==> src/design/bda_pkg.sv <==
`timescale 1ns / 1ps
// ----------------------------------------------------------------------------
// bda_pkg
// Shared types and constants for the button debounce and auto-repeat block.
// ----------------------------------------------------------------------------
package bda_pkg;

  localparam int unsigned TimeW   = 32;
  localparam int unsigned MsW     = 16;
  localparam int unsigned CountW  = 2;
  localparam int unsigned CfgIdxW = 2;

  localparam int unsigned InDataW  = 40;
  localparam int unsigned OutDataW = 40;

  localparam logic [MsW-1:0] DebounceReset   = MsW'(100);
  localparam logic [MsW-1:0] RepeatReset     = '0;
  localparam logic [MsW-1:0] StartDelayReset = '0;
  localparam logic           OffLevelReset   = 1'b0;

  typedef enum logic [CfgIdxW-1:0] {
    CFG_DEBOUNCE    = 2'd0,
    CFG_REPEAT      = 2'd1,
    CFG_START_DELAY = 2'd2,
    CFG_OFF_LEVEL   = 2'd3
  } cfg_idx_e;

  typedef struct packed {
    logic [MsW-1:0] debounce_ms;
    logic [MsW-1:0] repeat_ms;
    logic [MsW-1:0] start_delay_ms;
    logic           off_level;
  } bda_cfg_t;

  typedef struct packed {
    logic             accepted_level;
    logic [TimeW-1:0] last_change_time;
    logic             press_active;
    logic [TimeW-1:0] press_start_time;
    logic [TimeW-1:0] last_repeat_time;
  } bda_state_t;

  typedef struct packed {
    logic              key_down;
    logic              key_up;
    logic [CountW-1:0] key_press_count;
    logic              is_pressed;
    logic [TimeW-1:0]  press_time_ms;
  } bda_result_t;

endpackage

==> src/design/bda_eval.sv <==
`timescale 1ns / 1ps
// ----------------------------------------------------------------------------
// bda_eval
// Evaluates one poll: debounce decision, press/release, repeat, next state.
// ----------------------------------------------------------------------------
module bda_eval
  import bda_pkg::*;
(
  input  bda_cfg_t         cfg_i,
  input  bda_state_t       state_i,
  input  logic             pin_level_i,
  input  logic [TimeW-1:0] now_ms_i,
  output bda_state_t       state_o,
  output bda_result_t      result_o
);

  logic [TimeW-1:0]  since_change;
  logic [TimeW-1:0]  since_start;
  logic [TimeW-1:0]  since_repeat;
  logic [TimeW-1:0]  start_eff;
  logic              accept;
  logic              newly_pressed;
  logic              delay_done;
  logic              repeat_due;
  logic [CountW-1:0] presses;

  assign since_change = now_ms_i - state_i.last_change_time;
  assign since_repeat = now_ms_i - state_i.last_repeat_time;

  // A fresh press restarts the hold time at zero.
  assign newly_pressed = !state_i.press_active;
  assign start_eff     = newly_pressed ? now_ms_i : state_i.press_start_time;
  assign since_start   = newly_pressed ? '0 : (now_ms_i - state_i.press_start_time);

  assign accept = (pin_level_i == state_i.accepted_level) ||
                  (since_change >= TimeW'(cfg_i.debounce_ms));

  assign delay_done = since_start >= TimeW'(cfg_i.start_delay_ms);
  assign repeat_due = since_repeat >= TimeW'(cfg_i.repeat_ms);

  always_comb begin
    state_o  = state_i;
    presses  = '0;
    result_o = '0;
    if (pin_level_i != state_i.accepted_level && accept) begin
      state_o.last_change_time = now_ms_i;
      state_o.accepted_level   = pin_level_i;
    end
    if (accept) begin
      if (pin_level_i == cfg_i.off_level) begin
        result_o.key_up          = state_i.press_active;
        state_o.press_active     = 1'b0;
        state_o.press_start_time = '0;
        state_o.last_repeat_time = '0;
      end else begin
        if (newly_pressed) begin
          state_o.press_active     = 1'b1;
          state_o.press_start_time = now_ms_i;
          result_o.key_down        = 1'b1;
          presses                  = CountW'(1);
        end
        if (cfg_i.repeat_ms != '0) begin
          if (!delay_done) begin
            state_o.last_repeat_time = now_ms_i;
          end else if (repeat_due) begin
            state_o.last_repeat_time = now_ms_i;
            presses                  = presses + CountW'(1);
          end
        end
      end
    end
    result_o.key_press_count = presses;
    result_o.is_pressed      = state_o.press_active;
    result_o.press_time_ms   = state_o.press_active ? (now_ms_i - start_eff) : '0;
  end

endmodule

==> src/design/button_debounce_autorepeat.sv <==
`timescale 1ns / 1ps
// ----------------------------------------------------------------------------
// button_debounce_autorepeat
// Push-button debounce with auto-repeat key-press events, one poll per word.
// ----------------------------------------------------------------------------
// Path: an accepted input word is held in the input register; its result is
// captured in the result register and offered on the output stream.
// Throughput: one poll per clock; the input register and the result register
// advance together whenever the result register is empty or being taken.
// Reset (rst_ni low, asynchronous): the configuration and state registers return to
// their reset values, the button counts as released and both stages are empty.
module button_debounce_autorepeat
  import bda_pkg::*;
(
  input  logic                clk_i,
  input  logic                rst_ni,
  input  logic                cfg_we_i,
  input  logic [CfgIdxW-1:0]  cfg_addr_i,
  input  logic [MsW-1:0]      cfg_wdata_i,
  input  logic                s_axis_tvalid,
  output logic                s_axis_tready,
  // [0] pin_level, [32:1] now_ms, [39:33] zero
  input  logic [InDataW-1:0]  s_axis_tdata,
  output logic                m_axis_tvalid,
  input  logic                m_axis_tready,
  // [0] key_down, [1] key_up, [3:2] key_press_count, [4] is_pressed,
  // [36:5] press_time_ms, [39:37] zero
  output logic [OutDataW-1:0] m_axis_tdata
);

  bda_cfg_t         cfg_q;
  bda_state_t       state_q, state_d, eval_state;
  bda_result_t      result_d, result_q;
  logic             in_valid_q, out_valid_q;
  logic             in_level_q;
  logic [TimeW-1:0] in_now_q;
  logic             advance;

  assign advance       = !out_valid_q || m_axis_tready;
  assign s_axis_tready = !in_valid_q || advance;

  bda_eval u_eval (
    .cfg_i       (cfg_q),
    .state_i     (state_q),
    .pin_level_i (in_level_q),
    .now_ms_i    (in_now_q),
    .state_o     (eval_state),
    .result_o    (result_d)
  );

  // Writing the released level also moves the accepted level with it.
  always_comb begin
    state_d = state_q;
    if (in_valid_q && advance) begin
      state_d = eval_state;
    end
    if (cfg_we_i && (cfg_idx_e'(cfg_addr_i) == CFG_OFF_LEVEL)) begin
      state_d.accepted_level = cfg_wdata_i[0];
    end
  end

  always_ff @(posedge clk_i or negedge rst_ni) begin
    if (!rst_ni) begin
      cfg_q.debounce_ms    <= DebounceReset;
      cfg_q.repeat_ms      <= RepeatReset;
      cfg_q.start_delay_ms <= StartDelayReset;
      cfg_q.off_level      <= OffLevelReset;
      state_q              <= {OffLevelReset, TimeW'(0), 1'b0, TimeW'(0), TimeW'(0)};
      in_valid_q           <= 1'b0;
      out_valid_q          <= 1'b0;
    end else begin
      state_q <= state_d;
      if (cfg_we_i) begin
        case (cfg_idx_e'(cfg_addr_i))
          CFG_DEBOUNCE:    cfg_q.debounce_ms    <= cfg_wdata_i;
          CFG_REPEAT:      cfg_q.repeat_ms      <= cfg_wdata_i;
          CFG_START_DELAY: cfg_q.start_delay_ms <= cfg_wdata_i;
          CFG_OFF_LEVEL:   cfg_q.off_level      <= cfg_wdata_i[0];
          default: ;
        endcase
      end
      if (s_axis_tready) begin
        in_valid_q <= s_axis_tvalid;
      end
      if (advance) begin
        out_valid_q <= in_valid_q;
      end
    end
  end

  always_ff @(posedge clk_i) begin
    if (s_axis_tready && s_axis_tvalid) begin
      in_level_q <= s_axis_tdata[0];
      in_now_q   <= s_axis_tdata[TimeW:1];
    end
    if (advance && in_valid_q) begin
      result_q <= result_d;
    end
  end

  assign m_axis_tvalid = out_valid_q;
  assign m_axis_tdata  = {(OutDataW - 5 - TimeW)'(0), result_q.press_time_ms,
                          result_q.is_pressed, result_q.key_press_count,
                          result_q.key_up, result_q.key_down};

  // Key-down and key-up are never reported in the same word.
  assert property (@(posedge clk_i) disable iff (!rst_ni)
    m_axis_tvalid |-> !(result_q.key_down && result_q.key_up))
    else $error("key_down and key_up in one word");

  // Any key-press event implies the button is held after the poll.
  assert property (@(posedge clk_i) disable iff (!rst_ni)
    (m_axis_tvalid && result_q.key_press_count != '0) |-> result_q.is_pressed)
    else $error("key press reported while released");

  // A reported release leaves the press state cleared.
  assert property (@(posedge clk_i) disable iff (!rst_ni)
    (m_axis_tvalid && result_q.key_up) |-> !state_q.press_active)
    else $error("press still active after key_up");

  // The state register only moves when a poll is evaluated or configuration is written.
  assert property (@(posedge clk_i) disable iff (!rst_ni)
    (!$past(in_valid_q && advance) && !$past(cfg_we_i)) |-> $stable(state_q))
    else $error("state changed without a poll");

endmodule

==> config.mk <==
export PLATFORM = sky130hd
export DESIGN_NAME = button_debounce_autorepeat
export DESIGN_NICKNAME = d
export VERILOG_FILES = /design/src/design/bda_pkg.sv /design/src/design/bda_eval.sv /design/src/design/button_debounce_autorepeat.sv
export SDC_FILE = /design/constraint.sdc
export NUM_CORES = 1
export LEC_CHECK = 0
export BUFFER_PORTS_ARGS = -buffer_cell sky130_fd_sc_hd__buf_2
export CORE_MARGIN = 10
export CORE_UTILIZATION = 55
export DETAILED_ROUTE_END_ITERATION = 7
export MAX_ROUTING_LAYER = met4
export PLACE_DENSITY = 0.73
export SYNTH_ARGS = -nofsm -noshare
export SYNTH_HDL_FRONTEND = slang
export SYNTH_SLANG_ARGS = --single-unit
==> constraint.sdc <==
create_clock -name clk_i -period 14.5 [get_ports clk_i]
set_input_delay 1.45 -clock clk_i [delete_from_list [all_inputs] [get_ports clk_i]]
set_output_delay 1.45 -clock clk_i [all_outputs]
set_load 0.005 [all_outputs]
==> results of run 1 <==
## sequential cells by signal, summed over array words and instances (netlist names)
signal and cells:
in_valid_q 1, m_axis_tvalid 1, in_now_q 32, state_q 98, m_axis_tdata 37, in_level_q 1
cfg_q 49
## through the flow
step | area (sq um) | worst slack, ns | total power (uW) | utilization [%] | hold WS (ns)
4_1_cts | 18900 | 7.81 | 3150 | 61.2 | 0.503
2_1_floorplan | 17300 | 9.48 | 2110 | - | 0.457
6_report | 18900 | 7.81 | 3150 | 61.2 | 0.498
3_3_place_gp | 18100 | 7.99 | 2460 | 58.6 | 0.487
5_1_grt | 18900 | 7.30 | 3400 | 61.2 | 0.507
3_5_place_dp | 18100 | 7.85 | 2500 | 58.6 | 0.486
## logic make-up (layout without fill, tap and decap cells)
kind of cell / after synthesis / in the layout / synth area share (%)
compound gates: 566 / 566 / 23.3
simple gates: 464 / 464 / 13.1
buf+inv: 291 / 363 / 6.64
flops: 219 / 219 / 33.7
fa+ha+maj: 176 / 176 / 12.9
mux: 103 / 103 / 6.24
xor+xnor: 82 / 82 / 4.15
other cells: 1 / 3 / 0.0217
## routing by layer
layer,vias up,share of wire (%),GRT usage [%]
li1,7084,-,-
met4,0,3.1,7.21
met5,-,0,-
met1,6953,45,31.5
met2,429,46,40.1
met3,80,6.2,3.32
## final cells by class
type | count | area (sq um) | area share, %
Tap cell | 396 | 495 | 2.63
Inverter | 214 | 803 | 4.26
Sequential cell | 219 | 5840 | 30.9
Timing Repair Buffer | 105 | 559 | 2.96
Clock buffer | 40 | 752 | 3.99
Multi-Input combinational cell | 1394 | 10400 | 55.0
Clock inverter | 4 | 48.8 | 0.259
## synth_stat cells, drive strengths merged (9+ instances only)
library cell / instances
a2111oi: 9
a211oi: 25
a21o: 43
a21oi: 140
a22o: 33
a31oi: 19
and3: 13
buf: 26
clkbuf: 51
dfrtp: 146
edfxtp: 70
ha: 172
inv: 213
mux2: 36
mux2i: 67
nand2: 118
nand2b: 20
nand3: 28
nand4: 35
nor2: 127
nor2b: 18
nor3: 37
nor4: 16
o211ai: 16
o21a: 28
o21ai: 119
o21bai: 14
o32ai: 30
or3: 9
or4: 10
xnor2: 39
xor2: 43
## critical path, delay by kind of cell (launching register included)
kind,cells,cell delay [ns]
xor+xnor,1,0.16
compound gates,10,3.61
flops,1,0.57
fa+ha+maj,2,0.73
simple gates,5,1.51
## worst paths after layout
check / end / slack, ns / depth (start not counted)
worst min register to register: m_axis_tvalid$_DFFE_PN0P_ / 0.50 / 1
worst min-delay path: m_axis_tvalid$_DFFE_PN0P_ / 0.50 / 1
min in group asynchronous: cfg_q[36]$_DFFE_PN0P_ / 0.94 / 1
worst max-delay path: state_q[62]$_DFFE_PN0P_ / 7.81 / 18
max in group asynchronous: state_q[64]$_DFFE_PN0P_ / 12.15 / 2
worst max register to register: state_q[62]$_DFFE_PN0P_ / 7.81 / 18
## power groups by stage
stage,sequential [uW],clock [uW],combinational [uW]
after floorplan,846,0,1260
after global placement,859,0,1610
after detailed placement,864,0,1640
after CTS,854,639,1660
after global routing,871,661,1870
final,855,625,1670
==> flow_metrics.py, run 1 <==
metrics = {
    "power_and_ir_drop": {
        "p_comb_share_pct": 53.0,
        "ir_drop_mv": 0.119,
        "p_per_area_nw_per_um2": 167,
        "sw_frac_of_total_pct": 41.9,
        "p_clk_share_pct": 19.9,
        "p_leak_uw": 0.00841,
        "seqPwrFrac_pct": 27.1,
        "p_sw_uw": 1320,
        "p_int_uw": 1830,
    },
    "worst_setup_path": {
        "crit_path_top_delay_cell": "a21o_1",
        "critPathMaxFanout": 32,
        "endpoint_kind": "register",
        "r2r-start": "in_now_q[6]$_DFFE_PP_",
        "cp-start-kind": "register",
        "path_cells": "ha_1 -> a2111oi_0 -> a211o_1 -> nor2b_1 -> o211ai_1 -> a21oi_1 -> xnor2_1 -> ha_1 -> a22oi_1 -> o2111ai_1 -> or4_1 -> nor4b_1 -> nand4_1 -> a2111o_1 -> nor4_1 -> a21o_1 -> a21o_1 -> a22o_1",
        "crit_type": "register to register",
        "cp.required_ns": 14.95,
        "max_stage_delay_ns": 0.84,
        "crit_start": "in_now_q[6]$_DFFE_PP_",
        "critPathArrivalTime_ns": 7.14,
    },
    "logic_synthesis": {
        "ys_warn_count": 0,
        "synth-edff-count": 70,
        "netlist_top_cells_area": "dfrtp_1, ha_1, edfxtp_1",
        "synth_top_area_cell": "dfrtp_1",
        "syn_avg_cell_area_sq_um": 9.11,
        "ys_dominant_reg_cell": "dfrtp_1",
        "synth_top_area_share_pct": 21.1,
        "synth-async-reset-ratio_pct": 68.0,
        "netlist_area_sq_um": 17300,
        "synth.ff_latch_count": 219,
        "synth_cell_type_count": 81,
        "synth_cells": 1902,
        "ys_seq_area_share_pct": 33.7,
    },
    "layout": {
        "areaGrowthSynthToFinish_pct": 8.93,
        "layout_common_cells": "inv_1, ha_1, dfrtp_1, a21oi_1, nor2_1",
        "n_antenna_cell": 0,
        "final_nets": 2198,
        "fillers": 2644,
        "final_common_cell": "inv_1",
        "drive_above_1_share_pct": 11.6,
        "final_cells": 2372,
    },
    "place": {
        "gp_congestion": 0.972,
        "hpwl_um": 37100,
        "place_inst": 2328,
        "port_buffers": 94,
    },
    "floorplanning": {
        "core_area_sq_um": 30800,
        "start_util_pct": 56.2,
        "die_w_um": 197,
        "chipHeight_um": 197,
        "rows": 64,
        "num_io_pins": 105,
        "die_area_sq_um": 39000,
    },
    "global_routing": {
        "grt_start_max_net_pins": 79,
        "grt.total_usage_pct": 24.6,
        "antenna_found_initial": 1,
        "grt_pass1_wl_um": 75400,
        "grt_pass1_vias": 14186,
        "grt-ovfl-total": 0,
    },
    "clocking": {
        "clk_pin_slew_ns": 0.06,
        "cts_buffers": 25,
        "root_buffer": "clkbuf_16",
        "h-tree-depth": 1,
        "clock-sinks": 219,
        "hold_buffers": 0,
        "ctsResizeCount": 0,
        "cts_tree": "built",
        "postCtsSetupBuffers": 0,
        "clkLatencyLatePin_ns": 0.53,
        "cts_buffer_depth": 3,
    },
    "sta": {
        "final_hold_viol_count": 0,
        "setup_viol": 0,
        "grt_setup_unrepaired": "false",
        "relSlewSlack_pct": 24.3,
        "skew_ns": 0.0105,
        "worst_slew_pin_slew_ns": 1.13,
        "max_freq_mhz": 150,
        "post-route-period-util_pct": 46.1,
        "final_max_slew_viol_count": 0,
        "fin_tns_setup_ns": 0,
        "fin_crit_ns": 6.69,
    },
    "routing": {
        "num_vias": 14546,
        "drtIter0Drc": 923,
        "vias_per_cell": 6.13,
        "drc": 0,
        "wl_per_cell_um": 19.9,
        "firstDrtPassIters": 7,
        "routed_wl_um": 47300,
        "ant_nets": 0,
    },
    "min_path": {
        "hp-start": "in_valid_q$_DFFE_PN0N_",
        "hold_class": "register to register",
    },
    "outcome": {
        "status": "completed",
    },
    "flow_run": {
        "max_cap_violations": 0,
    },
}
Power figures use the tool's default switching activity.
==> run 2: changes to the inputs <==
- clock period: 14.5 -> 6.3 ns (I/O delays scaled with it)
==> run 2 against run 1 <==
Against the previous run: core utilization grew 1.0 points; hold slack lost 0.39 ns; wire length grew 2.3%; sequential share of layout area shrank 0.51 points; non-clock buffer count grew 19; critical endpoint is now state_q[1]$_DFFE_PN0P_.
==> flow_metrics.py, run 2 (synthesis results as in run 1) <==
metrics = {
    "outcome": {
        "status": "completed",
    },
    "power_and_ir_drop": {
        "total_power_uw": 7430,
        "p_comb_share_pct": 52.0,
        "sw_frac_of_total_pct": 41.6,
        "p_int_uw": 4340,
        "seqPwrFrac_pct": 26.5,
        "p_clk_share_pct": 21.4,
        "p_leak_uw": 0.00857,
        "ir_drop_mv": 0.341,
        "p_per_area_nw_per_um2": 387,
        "p_sw_uw": 3090,
    },
    "sta": {
        "setup_viol": 0,
        "relSlewSlack_pct": 35.0,
        "max_freq_mhz": 168,
        "final_max_slew_viol_count": 0,
        "final_hold_viol_count": 0,
        "skew_ns": 0.0283,
        "grt_setup_unrepaired": "false",
        "post-route-period-util_pct": 94.3,
        "worst_slew_pin_slew_ns": 0.972,
        "setup_slack_ns": 0.356,
        "fin_tns_setup_ns": 0,
        "fin_crit_ns": 5.94,
    },
    "place": {
        "gp_congestion": 0.946,
        "port_buffers": 94,
        "place_inst": 2345,
        "place_ws_ns": 0.515,
        "hpwl_um": 38300,
    },
    "global_routing": {
        "grt_pass1_vias": 14285,
        "grt_pass1_wl_um": 76500,
        "grt-ovfl-total": 0,
        "antenna_found_initial": 0,
        "grt_start_max_net_pins": 78,
        "grt.total_usage_pct": 25.1,
    },
    "layout": {
        "largest_register_ffs": 98,
        "fillers": 2582,
        "final_nets": 2220,
        "final_common_cell": "inv_1",
        "areaGrowthSynthToFinish_pct": 10.7,
        "finish.utilization_pct": 62.2,
        "final_cells": 2398,
        "regMostFlops": "state_q",
        "layout_common_cells": "inv_1, ha_1, dfrtp_1, a21oi_1, nor2_1",
        "drive_above_1_share_pct": 12.9,
    },
    "floorplanning": {
        "chipHeight_um": 197,
        "start_util_pct": 56.2,
        "die_area_sq_um": 39000,
        "rows": 64,
        "core_area_sq_um": 30800,
        "num_io_pins": 105,
        "die_w_um": 197,
    },
    "routing": {
        "routed_wl_um": 48400,
        "ant_nets": 0,
        "num_vias": 14621,
        "drc": 0,
        "wl_per_cell_um": 20.2,
        "firstDrtPassIters": 5,
        "vias_per_cell": 6.10,
        "drtIter0Drc": 1027,
    },
    "worst_setup_path": {
        "crit_type": "register to register",
        "endpoint_kind": "register",
        "reg2reg_depth": 22,
        "critPathArrivalTime_ns": 6.38,
        "cp.required_ns": 6.74,
        "critPathMaxFanout": 16,
        "cp-start-kind": "register",
    },
    "clocking": {
        "clkLatencyLatePin_ns": 0.56,
        "clk_pin_slew_ns": 0.06,
        "cts_buffers": 27,
        "root_buffer": "clkbuf_16",
        "clock-sinks": 219,
        "cts_buffer_depth": 3,
        "h-tree-depth": 1,
        "cts_tree": "built",
    },
    "flow_run": {
        "max_cap_violations": 0,
    },
    "min_path": {
        "hold_class": "primary input to asynchronous set/reset pin",
    },
}
[run 2: cell count changes in the layout (fill, tap and decap cells not counted), sizes merged]
cell      before  now
clkbuf        40   36
diode          0    1
clkinv         4    9
clkinvlp       0    3
and4           4    5
bufinv         1    2
buf          105  124
[run 2: critical path, cell delays in order, from the launching register on]
cell and delay, ns:
edfxtp_1 0.55, buf_4 0.23, ha_1 0.26, nor2b_1 0.14, o2111ai_1 0.31, nand2_1 0.14, a22o_1 0.27, o21ai_0 0.16
nand2b_1 0.08, xor2_1 0.14, ha_1 0.32, a21oi_1 0.15, o21ai_0 0.14, a2111oi_0 0.53, a211o_1 0.27, o2111ai_1 0.14
nor4_1 0.34, nand4_1 0.14, nor4_1 0.52, nand4_1 0.27, and4_4 0.25, buf_12 0.15, o32ai_1 0.28
[run 2: per-layer routing]
layer | share of wire (%) | track usage (%) | wire [um]
met1 | 46 | 32.9 | 22200
met2 | 46 | 40.7 | 22400
met3 | 5.5 | 3.15 | 2670
met4 | 2.4 | 6.01 | 1170
met5 | 0 | - | 0
[run 2: layout make-up]
class | instances | area, sq um | share of cell area [%]
diodes | 1 | 2.50 | 0.0130
clock buffers | 36 | 792 | 4.13
clock inverters | 13 | 128 | 0.665
inverters | 214 | 803 | 4.19
multi-input cells | 1395 | 10400 | 54.1
flip-flops and latches | 219 | 5840 | 30.4
well taps | 396 | 495 | 2.58
repair buffers | 124 | 739 | 3.86
[run 2: path summary, 6_finish.rpt]
path                       slack, ns                    from                         to
min                             0.11                  rst_ni      cfg_q[40]$_DFFE_PN0P_
max                             0.36   in_now_q[1]$_DFFE_PP_     state_q[1]$_DFFE_PN0P_
min in group clk_i              0.25         s_axis_tdata[4]      in_now_q[3]$_DFFE_PP_
min reg2reg                     0.49  in_valid_q$_DFFE_PN0N_  m_axis_tvalid$_DFFE_PN0P_
max in group asynchronous       4.77                  rst_ni    state_q[64]$_DFFE_PN0P_
max reg2reg                     0.36   in_now_q[1]$_DFFE_PP_     state_q[1]$_DFFE_PN0P_
[run 2: per-stage QoR]
| step | area (sq um) | hold slack (ns) |
|---|---|---|
| finish | 19200 | 0.105 |
| global route | 19200 | 0.148 |
| CTS | 19100 | 0.137 |
| detailed placement | 18200 | 0.492 |
| global placement | 18200 | 0.486 |
| floorplan | 17300 | 0.334 |
[run 2: power groups by stage]
| stage | registers [uW] | logic, uW | clock network (uW) |
|---|---|---|---|
| 5_1_grt | 2010 | 4320 | 1670 |
| 3_3_place_gp | 1980 | 3730 | 0 |
| 3_5_place_dp | 1990 | 3810 | 0 |
| 4_1_cts | 1970 | 3830 | 1620 |
| 6_report | 1970 | 3870 | 1590 |
| 2_1_floorplan | 1950 | 2900 | 0 |
[run 2: what timing repair did]
item                       4_1_cts  5_1_grt
hold buffers                     0        0
setup endpoints to repair        0       32
buffers inserted                 0        2
resized for setup                0        2
